**src/rtl/bpp_pkg.sv**
```systemverilog
// ----------------------------------------------------------------------------
// bpp_pkg - shared definitions for the Boris particle pusher
// Default word format, reset constants, register indexes and the command
// type passed to the shared arithmetic unit.
// ----------------------------------------------------------------------------
`default_nettype none

package bpp_pkg;

  localparam int BPP_WORD_BITS = 48;
  localparam int BPP_FRAC_BITS = 32;

  // dt after reset, as a raw fixed-point value
  localparam longint unsigned BPP_DT_RESET = 64'd53972233;

  localparam int CFG_IDX_BITS = 3;

  localparam logic [CFG_IDX_BITS-1:0] REG_EFIELD_X = 3'd0;
  localparam logic [CFG_IDX_BITS-1:0] REG_EFIELD_Y = 3'd1;
  localparam logic [CFG_IDX_BITS-1:0] REG_EFIELD_Z = 3'd2;
  localparam logic [CFG_IDX_BITS-1:0] REG_BFIELD_X = 3'd3;
  localparam logic [CFG_IDX_BITS-1:0] REG_BFIELD_Y = 3'd4;
  localparam logic [CFG_IDX_BITS-1:0] REG_BFIELD_Z = 3'd5;
  localparam logic [CFG_IDX_BITS-1:0] REG_QM_RATIO = 3'd6;
  localparam logic [CFG_IDX_BITS-1:0] REG_TIME_STEP = 3'd7;

  typedef enum logic {
    MODE_MUL = 1'b0,
    MODE_DIV = 1'b1
  } arith_mode_t;

  // half: the product is scaled by one extra bit (times one half)
  typedef struct packed {
    arith_mode_t mode;
    logic        half;
  } arith_cmd_t;

endpackage

`default_nettype wire

```
**src/rtl/bpp_arith.sv**
```systemverilog
// ----------------------------------------------------------------------------
// bpp_arith - shared multiply / divide unit
// Rounded, saturating fixed-point multiply over four partial products, and
// the rotation factor 2*a/b by restoring division, one quotient bit a cycle.
// ----------------------------------------------------------------------------
`default_nettype none

module bpp_arith #(
  parameter int WORD_BITS = bpp_pkg::BPP_WORD_BITS,
  parameter int FRAC_BITS = bpp_pkg::BPP_FRAC_BITS
) (
  input  wire logic                    clk,
  input  wire logic                    rst_n,
  input  wire logic                    start,
  input  wire bpp_pkg::arith_cmd_t     cmd,
  input  wire logic [WORD_BITS-1:0]    opa,
  input  wire logic [WORD_BITS-1:0]    opb,
  output logic                         done,
  output logic [WORD_BITS-1:0]         res
);
  import bpp_pkg::*;

  localparam int W   = WORD_BITS;
  localparam int F   = FRAC_BITS;
  localparam int H   = (W + 1) / 2;
  localparam int P2  = 2 * W;
  localparam int CW  = $clog2(W + 1);

  typedef enum logic [4:0] {
    AU_IDLE = 5'b00001,
    AU_MUL  = 5'b00010,
    AU_MRND = 5'b00100,
    AU_DIV  = 5'b01000,
    AU_DRND = 5'b10000
  } au_state_t;

  au_state_t         state_r, state_nxt;
  logic              neg_r, half_r;
  logic [W-1:0]      ma_r, mb_r;
  logic [1:0]        phase_r;
  logic [P2-1:0]     acc_r;
  logic [W-1:0]      rem_r;
  logic [W:0]        num_r;
  logic [W:0]        q_r;
  logic [CW-1:0]     cnt_r;
  logic              done_r;
  logic [W-1:0]      res_r;

  logic [W-1:0]      mag_a, mag_b;
  logic [H-1:0]      pa, pb;
  logic [2*H-1:0]    pp;
  logic [P2-1:0]     pp_sh;
  logic [P2-1:0]     rnd, shv;
  logic [W:0]        remsh;
  logic              fit;
  logic [W+1:0]      qr;
  logic              up;
  logic [W-1:0]      mres, dres;

  function automatic logic [W-1:0] sat_res(input logic neg, input logic over,
                                           input logic [W-1:0] m);
    logic [W-1:0] v;
    if (over) begin
      v = neg ? {1'b1, {(W-1){1'b0}}} : {1'b0, {(W-1){1'b1}}};
    end else begin
      v = neg ? (~m + 1'b1) : m;
    end
    return v;
  endfunction

  assign mag_a = opa[W-1] ? (~opa + 1'b1) : opa;
  assign mag_b = opb[W-1] ? (~opb + 1'b1) : opb;

  // partial product select: low/high halves of each magnitude
  assign pa = phase_r[0] ? H'(ma_r[W-1:H]) : ma_r[H-1:0];
  assign pb = phase_r[1] ? H'(mb_r[W-1:H]) : mb_r[H-1:0];
  assign pp = pa * pb;

  always_comb begin
    case (phase_r)
      2'd0:    pp_sh = P2'(pp);
      2'd3:    pp_sh = P2'(pp) << (2 * H);
      default: pp_sh = P2'(pp) << H;
    endcase
  end

  assign rnd  = acc_r + (half_r ? (P2'(1) << F) : (P2'(1) << (F - 1)));
  assign shv  = half_r ? (rnd >> (F + 1)) : (rnd >> F);
  assign mres = sat_res(neg_r, |shv[P2-1:W-1], shv[W-1:0]);

  assign remsh = {rem_r, num_r[W]};
  assign fit   = remsh >= {1'b0, mb_r};
  assign up    = rem_r >= (mb_r - rem_r);
  assign qr    = {1'b0, q_r} + (W+2)'(up);
  assign dres  = sat_res(neg_r, |qr[W+1:W-1], qr[W-1:0]);

  always_comb begin
    state_nxt = state_r;
    case (state_r)
      AU_IDLE: begin
        if (start) begin
          state_nxt = (cmd.mode == MODE_DIV) ? AU_DIV : AU_MUL;
        end
      end
      AU_MUL:  if (phase_r == 2'd3) state_nxt = AU_MRND;
      AU_MRND: state_nxt = AU_IDLE;
      AU_DIV:  if (cnt_r == CW'(W)) state_nxt = AU_DRND;
      AU_DRND: state_nxt = AU_IDLE;
      default: state_nxt = AU_IDLE;
    endcase
  end

  always_ff @(posedge clk) begin
    if (!rst_n) begin
      state_r <= AU_IDLE;
      done_r  <= 1'b0;
    end else begin
      state_r <= state_nxt;
      done_r  <= (state_r == AU_MRND) || (state_r == AU_DRND);
    end
  end

  always_ff @(posedge clk) begin
    case (state_r)
      AU_IDLE: begin
        if (start) begin
          half_r  <= cmd.half;
          phase_r <= 2'd0;
          acc_r   <= '0;
          cnt_r   <= '0;
          q_r     <= '0;
          if (cmd.mode == MODE_DIV) begin
            // numerator is |a| << (F+1); its top part is already below the divisor
            neg_r <= opa[W-1];
            mb_r  <= opb;
            rem_r <= mag_a >> (W - F);
            num_r <= {mag_a[W-F-1:0], {(F+1){1'b0}}};
          end else begin
            neg_r <= opa[W-1] ^ opb[W-1];
            ma_r  <= mag_a;
            mb_r  <= mag_b;
          end
        end
      end
      AU_MUL: begin
        acc_r   <= acc_r + pp_sh;
        phase_r <= phase_r + 2'd1;
      end
      AU_MRND: res_r <= mres;
      AU_DIV: begin
        rem_r <= fit ? W'(remsh - {1'b0, mb_r}) : remsh[W-1:0];
        q_r   <= {q_r[W-1:0], fit};
        num_r <= {num_r[W-1:0], 1'b0};
        cnt_r <= cnt_r + 1'b1;
      end
      AU_DRND: res_r <= dres;
      default: ;
    endcase
  end

  assign done = done_r;
  assign res  = res_r;

endmodule

`default_nettype wire
```
**config.mk**
```make
export PLATFORM = sky130hd
export DESIGN_NAME = bpp_arith
export DESIGN_NICKNAME = d
export VERILOG_FILES = /design/src/rtl/bpp_pkg.sv /design/src/rtl/bpp_arith.sv
export SDC_FILE = /design/constraint.sdc
export NUM_CORES = 2
export LEC_CHECK = 0
export ABC_AREA = 1
export BUFFER_PORTS_ARGS = -buffer_cell sky130_fd_sc_hd__buf_2
export CAP_MARGIN = 0
export CORE_MARGIN = 8
export CORE_UTILIZATION = 62
export CTS_CLUSTER_DIAMETER = 60
export DETAILED_ROUTE_END_ITERATION = 8
export PLACE_DENSITY_LB_ADDON = 0.12
export SETUP_SLACK_MARGIN = 0.5
export SYNTH_ARGS = -nofsm -noshare
export SYNTH_HDL_FRONTEND = slang
export SYNTH_SLANG_ARGS = --single-unit
```
**constraint.sdc**
```tcl
create_clock -name clk -period 10.09 [get_ports clk]
set_input_delay 1.009 -clock clk [delete_from_list [all_inputs] [get_ports clk]]
set_output_delay 1.009 -clock clk [all_outputs]
set_load 0.02 [all_outputs]
```
* Word-level counts from Yosys, hierarchy flattened
Cells that the tools add are included.
** Storage, ports and cells
- Memories kept :: 0
- Memory bits (writable) :: 0
- Bits in read-only memories :: 0
- Input port bits :: 101
- Latch bits :: 0
- Register bits :: 402
- Output and inout bits :: 49
- Logic and storage cells :: 92
** Cells by class
- Multiplexer cells :: 35
- Bitwise logic cells :: 6
- Shift-type cells :: 0
- Reduce and logical (&&, ||, !) cells :: 13
- Add/subtract/negate cells :: 11
- Order comparisons :: 2
- Divide/modulo/power cells :: 0
- $mul :: 1
- Equal/unequal tests :: 11
** Operator list (number)
- $mux 48 :: 11
- $pmux 96 s2 :: 2
- $pmux 49 s2 :: 2
- $add 48x1->48 const B :: 4
- $not 48->48 :: 4
- $pmux 48 s2 :: 2
- $mux 49 :: 3
- $add 96x33->96 :: 1
- $add 96x96->96 :: 1
- $mux 96 :: 1
- $sub 48x48->48 :: 2
- $mux 64 :: 1
- $add 49x1->50 :: 1
- $ge 49x48->1 :: 1
- $reduce_or 49->1 :: 1
- $ge 48x48->1 :: 1
- $mul 24x24->48 :: 1
- $mux 24 :: 2
- $mux 33 :: 1
- $mux 5 :: 3
- $pmux 5 s3 :: 1
- $pmux 6 s2 :: 1
- $reduce_and 3->1 :: 3
- $ne 2x2->1 const B :: 4
- 21 further kinds :: 25

* Depth between registers and ports, before layout
- Depth after elaboration :: 8
- Mapped depth :: 51
- Mapped depth without buffers :: 48

* Least setup slack after synthesis
OpenSTA, ideal clock, no wires.
- Path kind :: reg2reg
- From :: reg phase_r[0]
- To :: reg acc_r[74] (data pin)
- Setup time :: 253 ps
- Data required time :: 9837 ps
- Stages on the path, launching flop included :: 46
- Buffers on the path :: 3
- Clock period less this slack :: 9207 ps
- Slack :: 883 ps
- Arrival time :: 8955 ps
- Path through :: edfxtp_1 clkbuf_1 inv_1 clkbuf_1 or2_2 o21ai_1 inv_1 clkbuf_1 nand2_1 fa_1 fa_1 inv_1 fa_1 fa_1 fa_1 fa_1 inv_1 fa_1 [10 not listed] a21oi_1 xor2_1 o22ai_1 ha_1 nand2_1 nor2_1 inv_1 nor2_1 inv_1 nor2_1 and3_1 a21oi_1 o21ai_0 nand2_1 nand2_1 nand2_1 nand2_1 nor2_1
** On the way
- Word-level cells in the longest chain between the ends :: 5
- Elaborated cells between the ends (all ways) :: 7
- Classes of those cells :: 1 x add/sub; 1 x mul; 1 x eq/ne; 3 x mux; 1 x reduce/logical
** RTL lines
- from (decl) :: RTL line bpp_arith.sv:40 : logic [1:0] phase_r;
- from (signal assigned) :: RTL line bpp_arith.sv:147 : phase_r <= phase_r + 2'd1;
- $mux 24 :: RTL line bpp_arith.sv:75 : assign pa = phase_r[0] ? H'(ma_r[W-1:H]) : ma_r[H-1:0];
- $mul 24x24->48 :: RTL line bpp_arith.sv:77 : assign pp = pa * pb;
- $pmux 96 s2 (*) :: RTL line bpp_arith.sv:80 : case (phase_r)
- $add 96x96->96 (*) :: RTL line bpp_arith.sv:146 : acc_r <= acc_r + pp_sh;
- $pmux 96 s2 (*) :: RTL line bpp_arith.sv:124 : case (state_r)
- to (signal assigned) :: RTL line bpp_arith.sv:146
- to (decl) :: RTL line bpp_arith.sv:41 : logic [P2-1:0] acc_r;
Mark *: on every way between the ends. The rest lies on a longest branch, timed or not.
A chain may end at the register's enable or synchronous reset.

* Worst setup path after layout
- From :: reg phase_r[1]
- To :: reg acc_r[75] (data pin)
** On the way
- Word-level cells in the longest chain between the ends :: 5
- Elaborated cells between the ends (all ways) :: 7
- Classes of those cells :: 1 x add/sub; 1 x mul; 1 x eq/ne; 3 x mux; 1 x reduce/logical
** RTL lines
- $mux 24 :: RTL line bpp_arith.sv:76 : assign pb = phase_r[1] ? H'(mb_r[W-1:H]) : mb_r[H-1:0];
- $mul 24x24->48 :: RTL line bpp_arith.sv:77
- $pmux 96 s2 (*) :: RTL line bpp_arith.sv:80
- $add 96x96->96 (*) :: RTL line bpp_arith.sv:146
- $pmux 96 s2 (*) :: RTL line bpp_arith.sv:124
Marked as above.

==> metrics.yaml <==
syn_nets: 9351
critPathCaptureType: "flop"
holdCritPathClass: "reg2reg"
ioPinCount: 150
layout_min_cycle_time_ps: 9940
status: "finished with violations"
crit_path_top_delay_cell: "fa_2"
start_util_pct: 62.7
port_buffers: 149
yosysSeqAreaShare_pct: 19.2
wire_per_inst_microns: 23.5
synth_edf_count: 363
worst_pin_slew_ps: 1270
cp.required_ps: 10540
drtAntennaViolNets: 0
fin_crit_sh_pct: 98.5
drc: 1
synth_top_family_by_area: "simple AND/OR/NAND/NOR gates"
pre_cts_slack_ps: -479
fin_util_pct: 75.2
synth_xor_area_share_pct: 4.28
dpl.hpwl_microns: 190000
final_common_cell: "nand2_1"
syn_inst: 8340
synth_area_sq_um: 57500
wl_microns: 243000
cpPeakStageDelay_ps: 570
yosys_most_used_dff: "edfxtp_1"
gr-total-overflow: 0
yosysTopAreaCell: "edfxtp_1"
timing.fmax_mhz: 101
violations: "DRC"
stdcell_area_sq_um: 69000
clk_pin_slew_ps: 70
die_w_microns: 321
root_buffer: "clkbuf_16"
cts_buffer_depth: 3
crit_fanout: 12
slew_headroom_pct: 15.2
grt_max_degree: 93
layout_common_cells: "1,798 x nand2_1, 1,374 x inv_1, 1,193 x nor2_1"
start_kind: "flop"
yosys.area.top_type_share_pct: 18.9
layout.nets: 10100
grt_pass1_vias: 60800
ys_seq_elements: 369
synth-compound-area-share_pct: 12.9
core_sq_um: 91800
vias: 63900
drive_gt1_share_pct: 16.6
fin_ws_ps: 155
htreeDepth: 2
syn_to_final_growth_pct: 20.0
finalHoldViolations: 0
grt_util_all_layers_pct: 43.7
numClockSinks: 369
ys_types: 55
antenna_found_initial: 6
final.setup_skew_ps: 42.0
n_fill_cell: 7080
syn_area_per_cell_sq_um: 6.90
cts_tree: "done"
synth-simple-area-share_pct: 26.7
yosys_warnings: 0
place.gp.congestion: 1.08
dpl-instance-area_sq_um: 63700
drtIter0Drc: 9150
timing.setup.tns_ps: 0
setup_viol: 0
die_area_sq_um: 103000
synth_fa_ha_area_share_pct: 26.1
async_flop_share_pct: 0
die_h_microns: 321
firstDrtPassIters: 9
cts_buffers: 50
rsz0062_at_grt: "yes"
cp.arrival_ps: 10380
synthTopCellsByArea: "edfxtp_1 19%, fa_1 17%, nand2_1 12%, inv_1 9.4%, ha_1 9.2%"
num_rows: 111
drv_slew: 0
grt_pass1_wl_microns: 347000
synth.mux.area_fraction_pct: 0
clkLatencyLatePin_ps: 690
via_per_inst: 6.17
crit_type: "reg2reg"
maxCapViolCount: 0
==> logic make-up after synthesis <==
family | after synthesis
xor gates and xnor gates | 281
and+or+nand+nor | 3790
buffers and inverters | 1650
adders and majority gates | 910
DFF | 369
AOI/OAI and AO/OA | 1340
==> worst max-delay path: cells and delay by family, from the launching register on <==
family	cells	cell delay, ps
simple gates	13	1340
fa+ha+maj	9	4510
xor+xnor	1	160
flops	1	440
buf+inv	15	1950
compound gates	7	1250
==> sequential cells by signal, summed over array words and instances, names as in the netlist, 5 cells and up <==
register	count
acc_r	96
q_r	49
ma_r	48
mb_r	48
rem_r	48
res	48
num_r	16
cnt_r	6
state_r	5
==> cell usage after synthesis (all sizes together) (2+ instances only) <==
library cell  instances
o21a                 42
a21o                 28
dfxtp                 6
clkinv               11
nand3               388
o211ai               21
nand4                79
nor3b                 4
or2                  34
o22ai                43
a21oi               533
fa                  486
o41ai                 2
and2                  4
inv                1444
a21boi               15
xnor2               117
o31ai                 8
and3                  6
o21bai               26
o311ai                3
xor2                164
edfxtp              363
nor3                 78
nand3b               10
a22oi                10
ha                  424
nor2               1296
buf                  34
o221a                 4
nand2              1853
nor4                 38
o21ai               507
a221oi                4
clkbuf              161
o221ai                6
a31oi                65
a211oi               15
o2111ai               4
==> routing by layer <==
layer	GRT usage, %	up-vias	wire length [microns]
met3	11.4	1438	32400
met4	30.9	4	23500
met1	52.5	29400	82800
met2	68.3	4850	105000
met5	0	-	27
li1	-	28200	-
==> per-stage QoR <==
step / instances / hold WS (ps)
5_1_grt: 10400 / 540
3_3_place_gp: 10100 / 498
4_1_cts: 10200 / 522
6_report: 10400 / 524
3_5_place_dp: 10100 / 507
2_1_floorplan: 8340 / 494
==> layout make-up <==
type | instances | area (sq um) | area share (%)
repair inverters | 1 | 7.51 | 0.0109
flip-flops and latches | 369 | 11000 | 16.0
diodes | 7 | 17.5 | 0.0254
clock buffers | 60 | 1300 | 1.88
clock inverters | 33 | 403 | 0.584
repair buffers | 866 | 6720 | 9.73
well taps | 1243 | 1560 | 2.25
multi-input cells | 6321 | 42500 | 61.5
inverters | 1455 | 5530 | 8.01
==> final timing paths <==
path              start         to  slack (ps)  depth (start not counted)
max          phase_r[1]  acc_r[75]         150                         45
min           num_r[40]  num_r[41]         520                          2
max reg2reg  phase_r[1]  acc_r[75]         150                         45
min reg2reg   num_r[40]  num_r[41]         520                          2
==> what timing repair did <==
action                                 4_1_cts  5_1_grt
gates cloned                                 1        9
gates resized for setup                    124      587
endpoints found under the hold margin        0        0
setup buffers                               19       99
hold buffers                                 0        0
setup endpoints to repair                   69       76
pin swaps                                    7      172
Power is left out: the tool's default activity adds up to more than one toggle a clock period on the data nets, which glitch-free logic cannot reach.
